<file path="src/sv/grrp_pkg.sv">
// grrp_pkg: shared types, constants and helpers for the glyph row raster packer
// no dependencies; imported by every module of the block

package grrp_pkg;

    localparam int RASTER_BITS_DEF    = 16;
    localparam int MAX_ROW_PIXELS_DEF = 255;

    localparam int SRC_W         = 8;
    localparam int START_W       = 4;
    localparam int ROW_PIX_W     = 8;
    localparam int RASTER_WORD_W = 16;
    localparam int WORD_INDEX_W  = 5;
    localparam int NPIX_W        = 4;   // pixels taken from one byte, 1..8
    localparam int QUEUE_DEPTH   = 2;

    typedef logic [SRC_W-1:0]        src_byte_t;
    typedef logic [START_W-1:0]      start_bit_t;
    typedef logic [WORD_INDEX_W-1:0] word_index_t;

    // one byte's worth of work for the back end
    typedef struct packed {
        src_byte_t           bits;      // leftmost pixel in bit 7, unused pixels zero
        logic [NPIX_W-1:0]   npix;
        logic                new_row;
        start_bit_t          start_bit;
        logic                last;
    } cmd_t;

    function automatic src_byte_t reverse_byte(input src_byte_t v);
        src_byte_t r;
        r = '0;
        for (int j = 0; j < SRC_W; j++)
        begin
            r[SRC_W-1-j] = v[j];
        end
        return r;
    endfunction

endpackage

</file>
<file path="src/sv/grrp_front.sv">
// grrp_front: accepts glyph bytes, tracks pixels left in the row, drops stray bytes
// depends on grrp_pkg; pushes cmd_t words into grrp_cmd_queue

module grrp_front
    import grrp_pkg::*;
#(
    parameter int MAX_ROW_PIXELS = MAX_ROW_PIXELS_DEF
)
(
    input  logic                 clk,
    input  logic                 rst_n,
    input  logic                 cfg_wr_en,
    input  logic                 cfg_wr_data,
    input  logic                 in_valid,
    output logic                 in_ready,
    input  logic [SRC_W-1:0]     src_byte,
    input  logic                 row_start,
    input  logic [START_W-1:0]   start_bit,
    input  logic [ROW_PIX_W-1:0] row_pixels,
    input  logic                 q_ready,
    output logic                 q_push,
    output cmd_t                 q_cmd
);

    localparam int PL_W = $clog2(MAX_ROW_PIXELS + 1);

    logic            bit_order_msb_reg;
    logic [PL_W-1:0] pixels_left_reg;
    logic [PL_W-1:0] pixels_left_next;
    logic [PL_W-1:0] left_eff;
    logic [NPIX_W-1:0] npix;
    src_byte_t       bits;
    src_byte_t       pix_mask;
    logic            accept;

    assign in_ready = q_ready;
    assign accept   = in_valid && in_ready;

    always_comb
    begin
        if (row_start)
        begin
            if (32'(row_pixels) > 32'(MAX_ROW_PIXELS))
                left_eff = PL_W'(MAX_ROW_PIXELS);
            else
                left_eff = PL_W'(row_pixels);
        end
        else
        begin
            left_eff = pixels_left_reg;
        end

        if (32'(left_eff) < 32'd8)
            npix = left_eff[NPIX_W-1:0];
        else
            npix = NPIX_W'(8);

        bits     = bit_order_msb_reg ? src_byte : reverse_byte(src_byte);
        // keep only the pixels that belong to the row
        pix_mask = ~(8'hFF >> npix);

        q_cmd.bits      = bits & pix_mask;
        q_cmd.npix      = npix;
        q_cmd.new_row   = row_start;
        q_cmd.start_bit = start_bit;

        pixels_left_next = left_eff - PL_W'(npix);
        q_cmd.last       = (pixels_left_next == '0);
    end

    assign q_push = accept && (left_eff != '0);

    always_ff @(posedge clk or negedge rst_n)
    begin
        if (!rst_n)
        begin
            bit_order_msb_reg <= 1'b1;
            pixels_left_reg   <= '0;
        end
        else
        begin
            if (cfg_wr_en)
                bit_order_msb_reg <= cfg_wr_data;
            if (accept)
            begin
                if (left_eff == '0)
                    pixels_left_reg <= '0;
                else
                    pixels_left_reg <= pixels_left_next;
            end
        end
    end

endmodule

</file>
<file path="src/sv/grrp_cmd_queue.sv">
// grrp_cmd_queue: short register queue of cmd_t between front and back
// depends on grrp_pkg

module grrp_cmd_queue
    import grrp_pkg::*;
(
    input  logic clk,
    input  logic rst_n,
    input  logic push,
    input  cmd_t push_cmd,
    output logic push_ready,
    input  logic pop,
    output cmd_t pop_cmd,
    output logic pop_valid
);

    localparam int PTR_W = $clog2(QUEUE_DEPTH);
    localparam int CNT_W = $clog2(QUEUE_DEPTH + 1);

    cmd_t             entry_reg [QUEUE_DEPTH];
    logic [PTR_W-1:0] wr_ptr_reg;
    logic [PTR_W-1:0] rd_ptr_reg;
    logic [CNT_W-1:0] count_reg;
    logic             do_push;
    logic             do_pop;

    assign push_ready = (count_reg != CNT_W'(QUEUE_DEPTH));
    assign pop_valid  = (count_reg != '0);
    assign pop_cmd    = entry_reg[rd_ptr_reg];
    assign do_push    = push && push_ready;
    assign do_pop     = pop && pop_valid;

    always_ff @(posedge clk)
    begin
        if (do_push)
            entry_reg[wr_ptr_reg] <= push_cmd;
    end

    always_ff @(posedge clk or negedge rst_n)
    begin
        if (!rst_n)
        begin
            wr_ptr_reg <= '0;
            rd_ptr_reg <= '0;
            count_reg  <= '0;
        end
        else
        begin
            if (do_push)
                wr_ptr_reg <= (32'(wr_ptr_reg) == QUEUE_DEPTH - 1) ? '0 : wr_ptr_reg + 1'b1;
            if (do_pop)
                rd_ptr_reg <= (32'(rd_ptr_reg) == QUEUE_DEPTH - 1) ? '0 : rd_ptr_reg + 1'b1;
            if (do_push && !do_pop)
                count_reg <= count_reg + 1'b1;
            else if (do_pop && !do_push)
                count_reg <= count_reg - 1'b1;
        end
    end

endmodule

</file>
<file path="src/sv/grrp_back.sv">
// grrp_back: merges each byte's pixels into the raster accumulator and emits words
// depends on grrp_pkg; pops cmd_t words from grrp_cmd_queue

module grrp_back
    import grrp_pkg::*;
#(
    parameter int RASTER_BITS = RASTER_BITS_DEF
)
(
    input  logic                     clk,
    input  logic                     rst_n,
    input  logic                     q_valid,
    input  cmd_t                     q_cmd,
    output logic                     q_pop,
    output logic                     out_valid,
    input  logic                     out_ready,
    output logic [RASTER_WORD_W-1:0] raster_word,
    output logic [WORD_INDEX_W-1:0]  word_index,
    output logic                     row_last
);

    localparam int BF_W = $clog2(RASTER_BITS + 1);
    localparam int WIN_W = 2 * RASTER_BITS;
    localparam int SH_W = $clog2(WIN_W);

    logic [RASTER_BITS-1:0]   acc_reg;
    logic [BF_W-1:0]          bits_free_reg;
    word_index_t              word_cnt_reg;

    logic                     out_valid_reg;
    logic [RASTER_WORD_W-1:0] out_word_reg;
    word_index_t              out_index_reg;
    logic                     out_last_reg;
    logic                     pend_valid_reg;
    logic [RASTER_WORD_W-1:0] pend_word_reg;
    word_index_t              pend_index_reg;

    logic [RASTER_BITS-1:0]   acc0;
    logic [BF_W-1:0]          bf0;
    word_index_t              wc0;
    logic [SH_W-1:0]          shamt;
    logic [WIN_W-1:0]         win;
    logic                     fill;
    logic [RASTER_BITS-1:0]   acc_next;
    logic [BF_W-1:0]          bits_free_next;
    word_index_t              word_cnt_next;
    logic                     out_free;
    logic                     take;

    assign out_free = !out_valid_reg || out_ready;
    assign take     = q_valid && !pend_valid_reg && out_free;
    assign q_pop    = take;

    always_comb
    begin
        if (q_cmd.new_row)
        begin
            acc0 = '0;
            bf0  = BF_W'(RASTER_BITS - 32'(q_cmd.start_bit));
            wc0  = '0;
        end
        else
        begin
            acc0 = acc_reg;
            bf0  = bits_free_reg;
            wc0  = word_cnt_reg;
        end

        // the byte's bit 7 lands on position bf0-1 of the upper half
        shamt = SH_W'(RASTER_BITS + 32'(bf0) - 8);
        win   = {acc0, {RASTER_BITS{1'b0}}} | (WIN_W'(q_cmd.bits) << shamt);
        fill  = (32'(q_cmd.npix) >= 32'(bf0));

        if (fill)
        begin
            acc_next       = win[RASTER_BITS-1:0];
            bits_free_next = BF_W'(32'(bf0) + RASTER_BITS - 32'(q_cmd.npix));
            word_cnt_next  = wc0 + 1'b1;
        end
        else
        begin
            acc_next       = win[WIN_W-1:RASTER_BITS];
            bits_free_next = bf0 - BF_W'(q_cmd.npix);
            word_cnt_next  = wc0;
        end
    end

    always_ff @(posedge clk)
    begin
        if (out_free)
        begin
            if (pend_valid_reg)
            begin
                out_word_reg  <= pend_word_reg;
                out_index_reg <= pend_index_reg;
                out_last_reg  <= 1'b1;
            end
            else if (take)
            begin
                if (fill)
                begin
                    out_word_reg  <= RASTER_WORD_W'(win[WIN_W-1:RASTER_BITS]);
                    out_index_reg <= wc0;
                    out_last_reg  <= 1'b0;
                end
                else
                begin
                    out_word_reg  <= acc_next[RASTER_WORD_W-1:0];
                    out_index_reg <= word_cnt_next;
                    out_last_reg  <= 1'b1;
                end
                pend_word_reg  <= acc_next[RASTER_WORD_W-1:0];
                pend_index_reg <= word_cnt_next;
            end
        end
    end

    always_ff @(posedge clk or negedge rst_n)
    begin
        if (!rst_n)
        begin
            acc_reg        <= '0;
            bits_free_reg  <= BF_W'(RASTER_BITS);
            word_cnt_reg   <= '0;
            out_valid_reg  <= 1'b0;
            pend_valid_reg <= 1'b0;
        end
        else
        begin
            if (take)
            begin
                if (q_cmd.last)
                begin
                    acc_reg       <= '0;
                    bits_free_reg <= BF_W'(RASTER_BITS);
                    word_cnt_reg  <= '0;
                end
                else
                begin
                    acc_reg       <= acc_next;
                    bits_free_reg <= bits_free_next;
                    word_cnt_reg  <= word_cnt_next;
                end
            end

            if (out_free)
            begin
                if (pend_valid_reg)
                begin
                    out_valid_reg  <= 1'b1;
                    pend_valid_reg <= 1'b0;
                end
                else if (take)
                begin
                    out_valid_reg  <= fill || q_cmd.last;
                    pend_valid_reg <= fill && q_cmd.last;
                end
                else
                begin
                    out_valid_reg <= 1'b0;
                end
            end
        end
    end

    assign out_valid   = out_valid_reg;
    assign raster_word = out_word_reg;
    assign word_index  = out_index_reg;
    assign row_last    = out_last_reg;

endmodule

</file>
<file path="src/sv/glyph_row_raster_packer.sv">
// Glyph row raster packer. Takes one glyph row byte per cycle while the command queue has
// room and packs its pixels, from the left, into 16-bit raster words starting start_bit
// positions into the row's first word; every filled word comes out with its index and the
// row's final partial word with row_last. Sustained rate is one byte per clock while the
// output is ready and no second word is pending. A byte that both fills a word and ends its
// row gives two words and holds the merge stage while the second word is sent. The byte is
// written into the command queue when accepted and the merge stage registers its first word
// when it takes the byte. bit_order_msb is written through cfg_wr_en and cfg_wr_data; the
// user must write it only while the block is idle, which the block itself does not enforce.
// depends on grrp_pkg, grrp_front, grrp_cmd_queue, grrp_back

module glyph_row_raster_packer
    import grrp_pkg::*;
#(
    parameter int RASTER_BITS    = RASTER_BITS_DEF,
    parameter int MAX_ROW_PIXELS = MAX_ROW_PIXELS_DEF
)
(
    input  logic                     clk,
    input  logic                     rst_n,
    input  logic                     cfg_wr_en,
    input  logic                     cfg_wr_data,
    input  logic                     in_valid,
    output logic                     in_ready,
    input  logic [SRC_W-1:0]         src_byte,
    input  logic                     row_start,
    input  logic [START_W-1:0]       start_bit,
    input  logic [ROW_PIX_W-1:0]     row_pixels,
    output logic                     out_valid,
    input  logic                     out_ready,
    output logic [RASTER_WORD_W-1:0] raster_word,
    output logic [WORD_INDEX_W-1:0]  word_index,
    output logic                     row_last
);

    logic q_ready;
    logic q_push;
    cmd_t push_cmd;
    logic q_pop;
    logic q_valid;
    cmd_t pop_cmd;

    grrp_front #(
        .MAX_ROW_PIXELS (MAX_ROW_PIXELS)
    ) u_front (
        .clk         (clk),
        .rst_n       (rst_n),
        .cfg_wr_en   (cfg_wr_en),
        .cfg_wr_data (cfg_wr_data),
        .in_valid    (in_valid),
        .in_ready    (in_ready),
        .src_byte    (src_byte),
        .row_start   (row_start),
        .start_bit   (start_bit),
        .row_pixels  (row_pixels),
        .q_ready     (q_ready),
        .q_push      (q_push),
        .q_cmd       (push_cmd)
    );

    grrp_cmd_queue u_queue (
        .clk        (clk),
        .rst_n      (rst_n),
        .push       (q_push),
        .push_cmd   (push_cmd),
        .push_ready (q_ready),
        .pop        (q_pop),
        .pop_cmd    (pop_cmd),
        .pop_valid  (q_valid)
    );

    grrp_back #(
        .RASTER_BITS (RASTER_BITS)
    ) u_back (
        .clk         (clk),
        .rst_n       (rst_n),
        .q_valid     (q_valid),
        .q_cmd       (pop_cmd),
        .q_pop       (q_pop),
        .out_valid   (out_valid),
        .out_ready   (out_ready),
        .raster_word (raster_word),
        .word_index  (word_index),
        .row_last    (row_last)
    );

endmodule

</file>
<file path="config.mk">
export PLATFORM = sky130hd
export DESIGN_NAME = glyph_row_raster_packer
export DESIGN_NICKNAME = d
export VERILOG_FILES = /design/src/sv/grrp_pkg.sv /design/src/sv/grrp_front.sv /design/src/sv/grrp_cmd_queue.sv /design/src/sv/grrp_back.sv /design/src/sv/glyph_row_raster_packer.sv
export SDC_FILE = /design/constraint.sdc
export NUM_CORES = 1
export LEC_CHECK = 0
export ABC_AREA = 1
export BUFFER_PORTS_ARGS = -buffer_cell sky130_fd_sc_hd__buf_4
export CAP_MARGIN = 20
export CORE_MARGIN = 2
export CORE_UTILIZATION = 37
export DETAILED_ROUTE_END_ITERATION = 8
export GPL_TIMING_DRIVEN = 0
export PLACE_DENSITY_LB_ADDON = 0.1
export SYNTH_ARGS = -nofsm -noshare
export SYNTH_HDL_FRONTEND = slang
export SYNTH_SLANG_ARGS = --single-unit
</file>
<file path="constraint.sdc">
create_clock -name clk -period 9.2 [get_ports clk]
set_input_delay 0.92 -clock clk [delete_from_list [all_inputs] [get_ports clk]]
set_output_delay 0.92 -clock clk [all_outputs]
set_load 0.03 [all_outputs]
</file>
==> results.cfg, run 1 <==
[worst_hold_path]
hp-class = reg -> reg
hp-start = u_back.acc_reg[12]

[synthesis]
synth_top_cell_by_area = edfxtp_1
yosysSeqAreaShare_pct = 54.5
synth_edf_count = 79
synth_top_area_share_pct = 38.0
netlist_area_sq_um = 6240
yosys-top-cells-area = edfxtp_1 (38%), dfrtp_1 (16%), nand2_1 (14%)
async_flop_share_pct = 34.2
syn_nets = 754
synth_warnings = 0
synth_seq_cells = 120
yosys.cell_count.top_type = nand2_1
synth_ff_type = edfxtp_1
avgSynthCellArea_sq_um = 8.68
ys_types = 44
syn_inst = 719
synth.cells.most_frequent = nand2_1 (234), edfxtp_1 (79), inv_1 (74), nand3_1 (59), nor2_1 (56)

[cts]
cts_tree = built
clk-insertion-delay-late_ns = 0.42
cts_buffer_depth = 2
ctsHoldBuffers = 0
numCtsBuffers = 17
post-cts-setup-buffers = 0
clock-root-buffer = clkbuf_16
clk_pin_slew_worst_paths_ns = 0.06
clock_sinks = 120
cts_resized = 0
h-tree-depth = 4

[layout]
diodes = 0
final_nets = 826
final_cell_area_sq_um = 7530
fin_util_pct = 45.6
area_growth_pct = 20.7
largest_register_ffs = 36
drive_gt1_share_pct = 17.8

[timing]
clock_skew_ns = 0.00643
finalSetupViolCount = 0
relSlewSlack_pct = 45.6
period_share_pct = 38.5
period_needed_ns = 3.55
grt_setup_unrepaired = no
fin_setup_tns_ns = 0
hold_viol_final = 0
whs_ns = 0.481
finalMaxSlewViolations = 0
clock.fmax_mhz = 282
tightest_slew_ns = 0.816

[worst_setup_path]
r2r-end = u_back.acc_reg[15]
max_stage_delay_ns = 0.41
cp_slowest_cell = dfrtp_1
cp_data_arrival_time_ns = 3.90
startpoint = u_queue.rd_ptr_reg
endpoint = u_back.acc_reg[15]
reg2reg_from = u_queue.rd_ptr_reg
crit_chain = inv_2 > buf_6 > nand2_1 > nand2_1 > inv_1 > ha_1 > inv_1 > nand3_1 > nand2_1 > nand2_1 > nand2_2 > buf_4 > ha_1 > a21oi_1 > nand2_1 > nand2_1 > nand2_1 > o21ai_0 > nand2_2 > nor2_2 > nand3_1 > nand2_1 > nand2_1 > nand2_1
worstSetupPathType = reg -> reg
start_kind = register
reg2reg_slack_ns = 5.65
worstPathMaxFanout = 10
crit_top_cell = nand2_1
rr_worst_depth = 24
critPathRequiredTime_ns = 9.56
crit_path_end_kind = register

[route]
ant_nets = 0
drtPass1Iterations = 4
via_count = 5047
drc_errors = 0
wl_per_cell_microns = 15.4
wirelength_mm = 15.8
initialDrtViolationCount = 279
viasPerCell = 4.93

[floorplanning]
die_h_microns = 134
pin_count = 51
dieArea_sq_um = 17900
core_region_area_sq_um = 16500
die_w_microns = 134
start_util_pct = 37.8
placementRows = 47

[global_route]
grt_usage_pct = 18.7
grt_pass1_vias = 4889
grt_max_degree = 42
grt_overflow = 0
antenna_found_initial = 0
grt_pass1_wl_mm = 25.6

[placed_design]
dp_hpwl_mm = 11.5
dpl_cell_area_sq_um = 6950
gp_congestion = 0.941
portBuffers = 50

[flow_run]
drv_cap = 0

[power_and_ir_drop]
power.density_nw_per_um2 = 437
leakagePower_nw = 3.51
ir_drop_uv = 188

[status]
status = completed
-- metrics by stage --
stage / power [W] / instances / worst slack [ns]
2_1_floorplan: 0.00211 / 719 / 6.12
6_report: 0.00329 / 1024 / 5.65
4_1_cts: 0.00331 / 1024 / 5.62
3_5_place_dp: 0.00264 / 992 / 5.64
5_1_grt: 0.00354 / 1024 / 5.26
3_3_place_gp: 0.00260 / 989 / 5.15
-- worst max-delay path, delay by kind of cell (launching register included) --
family                     cells  cell delay, ns
buffers and inverters          5            0.53
AOI/OAI and AO/OA              2            0.29
adders and majority gates      2            0.49
and+or+nand+nor               15            1.76
DFF                            1            0.41
-- cells by family (layout without fill, tap and decap cells) --
| family | count (synthesis) | in the layout | synth area share, % |
|---|---|---|---|
| xor+xnor | 9 | 9 | 1.26 |
| mux | 2 | 2 | 0.321 |
| buf+inv | 104 | 189 | 7.00 |
| simple gates | 385 | 385 | 26.7 |
| compound gates | 91 | 91 | 8.50 |
| flops | 120 | 120 | 54.5 |
| fa+ha+maj | 8 | 8 | 1.72 |
-- layer usage --
layer	wire (microns)	share of wire, %	GRT usage [%]
met2	7710	49	31.7
met3	607	3.8	3.82
met5	0	0	0
met4	308	2.0	7.03
met1	7150	45	23.6
-- how the worst min path moves through the flow --
stage	cells after the start	endpoint
finish	2	u_back.acc_reg[12]
global route	2	u_back.acc_reg[2]
CTS	2	u_front.pixels_left_reg[5]
detailed placement	2	u_front.pixels_left_reg[5]
global placement	2	u_back.word_cnt_reg[4]
floorplan	2	u_front.pixels_left_reg[5]
-- power breakdown --
part	internal (W)	switching [W]	leakage, nW	total (W)
clock network	0.000422	0.000243	0.282	0.000664
logic	0.000514	0.00118	1.92	0.00169
registers	0.000870	0.0000663	1.30	0.000936
-- layout by cell type, fill, tap and decap left out, types with 17 or more instances in the layout --
cell type and instances:
a21oi_1 17, buf_4 54, clkbuf_16 17, dfrtp_1 39, edfxtp_1 79, inv_1 74, nand2_1 234, nand3_1 59
nor2_1 54, o21ai_0 30
-- area by class of cell --
cell class / count / area [sq um]
buffer: 24 / 138
clock buffer: 18 / 429
clock inverter: 14 / 158
fill: 1589 / 8990
inverter: 80 / 300
multi-input combinational: 495 / 2410
sequential: 120 / 3400
tap: 220 / 275
timing repair buffer: 53 / 420
Power figures use the tool's default switching activity.
==> run 2: changes to the inputs <==
clock period = 3.7 ns   (was 9.2 ns; I/O delays follow)
==> results.cfg, run 2 (synthesized netlist as in run 1, its figures left out) <==
[global_route]
gr-usage-met1_pct = 23.6
grt_overflow = 0
use_met3_pct = 3.82
grt_busiest_layer = met2
grtUsageMet2_pct = 31.7
grt_pass1_wl_mm = 25.6
antenna_found_initial = 0
grt_max_degree = 42
grt_usage_pct = 18.7
grt_pass1_vias = 4889

[placed_design]
dp_hpwl_mm = 11.5
gp_congestion = 0.941
portBuffers = 50
pre_cts_slack_ns = 0.142

[layout]
largest_register_ffs = 36
final_nets = 830
seq_area_sq_um = 3400
layout_commonest_cell = nand2_1
drive_gt1_share_pct = 18.2
multiInputGateArea_sq_um = 2430
area_growth_pct = 21.7
diodes = 0
layout_common_cells = nand2_1 (234), edfxtp_1 (79), inv_1 (74)
nFillCells = 1587

[power_and_ir_drop]
leakagePower_nw = 3.53
ir_drop_uv = 467
power.density_nw_per_um2 = 1090

[worst_setup_path]
crit_top_cell = nand2_1
cp_data_arrival_time_ns = 3.56
cp.buffers_inverters = 7
critPathTopFamily = simple AND/OR/NAND/NOR gates
start_kind = register
r2r-end = u_back.pend_index_reg[3]
critPathRequiredTime_ns = 3.88
reg2reg_from = u_queue.rd_ptr_reg
cp_slowest_cell = dfrtp_1
worstSetupPathType = reg -> reg
worstPathMaxFanout = 10
crit_chain = inv_2 > buf_6 > nand2_1 > nand2_1 > inv_1 > ha_1 > inv_1 > nand3_1 > nand2_1 > nand2_1 > nand2_4 > buf_6 > ha_1 > a21oi_1 > nand2_1 > nand2_1 > nand2_1 > o21ai_0 > nand2_2 > buf_4 > nor2_1 > xnor2_1 > inv_1
max_stage_delay_ns = 0.41
rr_worst_depth = 23
crit_path_end_kind = register
reg2reg_slack_ns = 0.32

[flow_run]
drv_cap = 0

[status]
status = completed

[timing]
period_share_pct = 91.4
grt_setup_unrepaired = no
relSlewSlack_pct = 46.4
clock.fmax_mhz = 296
finalSetupViolCount = 0
finalMaxSlewViolations = 0
period_needed_ns = 3.38
tightest_slew_ns = 0.804
worst_slack_ns = 0.318
fin_setup_tns_ns = 0
clock_skew_ns = 0.00699
hold_viol_final = 0

[route]
viasPerCell = 4.91
via_count = 5045
initialDrtViolationCount = 259
wirelength_mm = 15.8
ant_nets = 0
wl_per_cell_microns = 15.4
drc_errors = 0
drtPass1Iterations = 5

[cts]
numCtsBuffers = 17
cts_buffer_depth = 2
clk-insertion-delay-late_ns = 0.42
h-tree-depth = 4
cts_tree = built
clock-root-buffer = clkbuf_16
clock_sinks = 120
clk_pin_slew_worst_paths_ns = 0.06

[worst_hold_path]
hold_end = u_front.bit_order_msb_reg
hp-class = in -> reg
hold_depth = 2
hp-start = cfg_wr_en

[floorplanning]
start_util_pct = 37.8
pin_count = 51
die_w_microns = 134
placementRows = 47
core_region_area_sq_um = 16500
die_h_microns = 134
dieArea_sq_um = 17900
[run 2: stage by stage]
step / cell area [sq um] / hold WS [ns] / cells / power [W] / util [%]
2_1_floorplan: 6240 / 0.0744 / 719 / 0.00526 / -
3_3_place_gp: 6890 / 0.433 / 989 / 0.00646 / 41.7
3_5_place_dp: 6950 / 0.443 / 992 / 0.00656 / 42.0
4_1_cts: 7540 / 0.110 / 1025 / 0.00823 / 45.7
5_1_grt: 7590 / 0.117 / 1028 / 0.00889 / 45.9
6_report: 7590 / 0.114 / 1028 / 0.00828 / 45.9
[run 2: report_power, final]
group	internal [W]	switching [W]
sequential	0.00216	0.000164
clock	0.00105	0.000603
combinational	0.00135	0.00296
[run 2: layout make-up]
type,instances,share of cell area [%]
Sequential cell,120,44.8
Timing Repair Buffer,57,5.97
Buffer,24,1.93
Inverter,80,3.96
Multi-Input combinational cell,495,32.0
Clock inverter,14,2.08
Tap cell,220,3.63
Clock buffer,18,5.65
[run 2: worst register-to-register path: stages (launching register included)]
cell and delay, ns:
dfrtp_1 0.41, inv_2 0.08, buf_6 0.14, nand2_1 0.06, nand2_1 0.10, inv_1 0.05
ha_1 0.20, inv_1 0.06, nand3_1 0.07, nand2_1 0.12, nand2_1 0.10, nand2_4 0.11
buf_6 0.15, ha_1 0.28, a21oi_1 0.15, nand2_1 0.08, nand2_1 0.08, nand2_1 0.05
o21ai_0 0.14, nand2_2 0.20, buf_4 0.18, nor2_1 0.10, xnor2_1 0.15, inv_1 0.06
[run 2: how the worst max path moves through the flow]
stage / startpoint / end / slack, ns / depth (start not counted)
global route: u_queue.rd_ptr_reg / u_back.acc_reg[15] / 0.02 / 24
detailed placement: u_queue.rd_ptr_reg / u_back.acc_reg[15] / 0.14 / 24
global placement: u_queue.rd_ptr_reg / u_back.acc_reg[15] / 0.19 / 24
finish: u_queue.rd_ptr_reg / u_back.pend_index_reg[3] / 0.32 / 23
CTS: u_queue.rd_ptr_reg / u_back.acc_reg[15] / 0.12 / 24
floorplan: u_queue.rd_ptr_reg / u_back.pend_index_reg[1] / 0.73 / 22
[run 2: repair_timing]
item	CTS	global route
setup endpoints to repair	0	22
gates resized for setup	0	9
endpoints found under the hold margin	15	0
buffers inserted	0	3
hold buffers	1	0
[run 2: routing by layer]
metal,up-vias,share of wire (%)
met5,-,0
met4,0,1.9
met3,22,4.1
met2,131,49
met1,2368,45
li1,2524,-
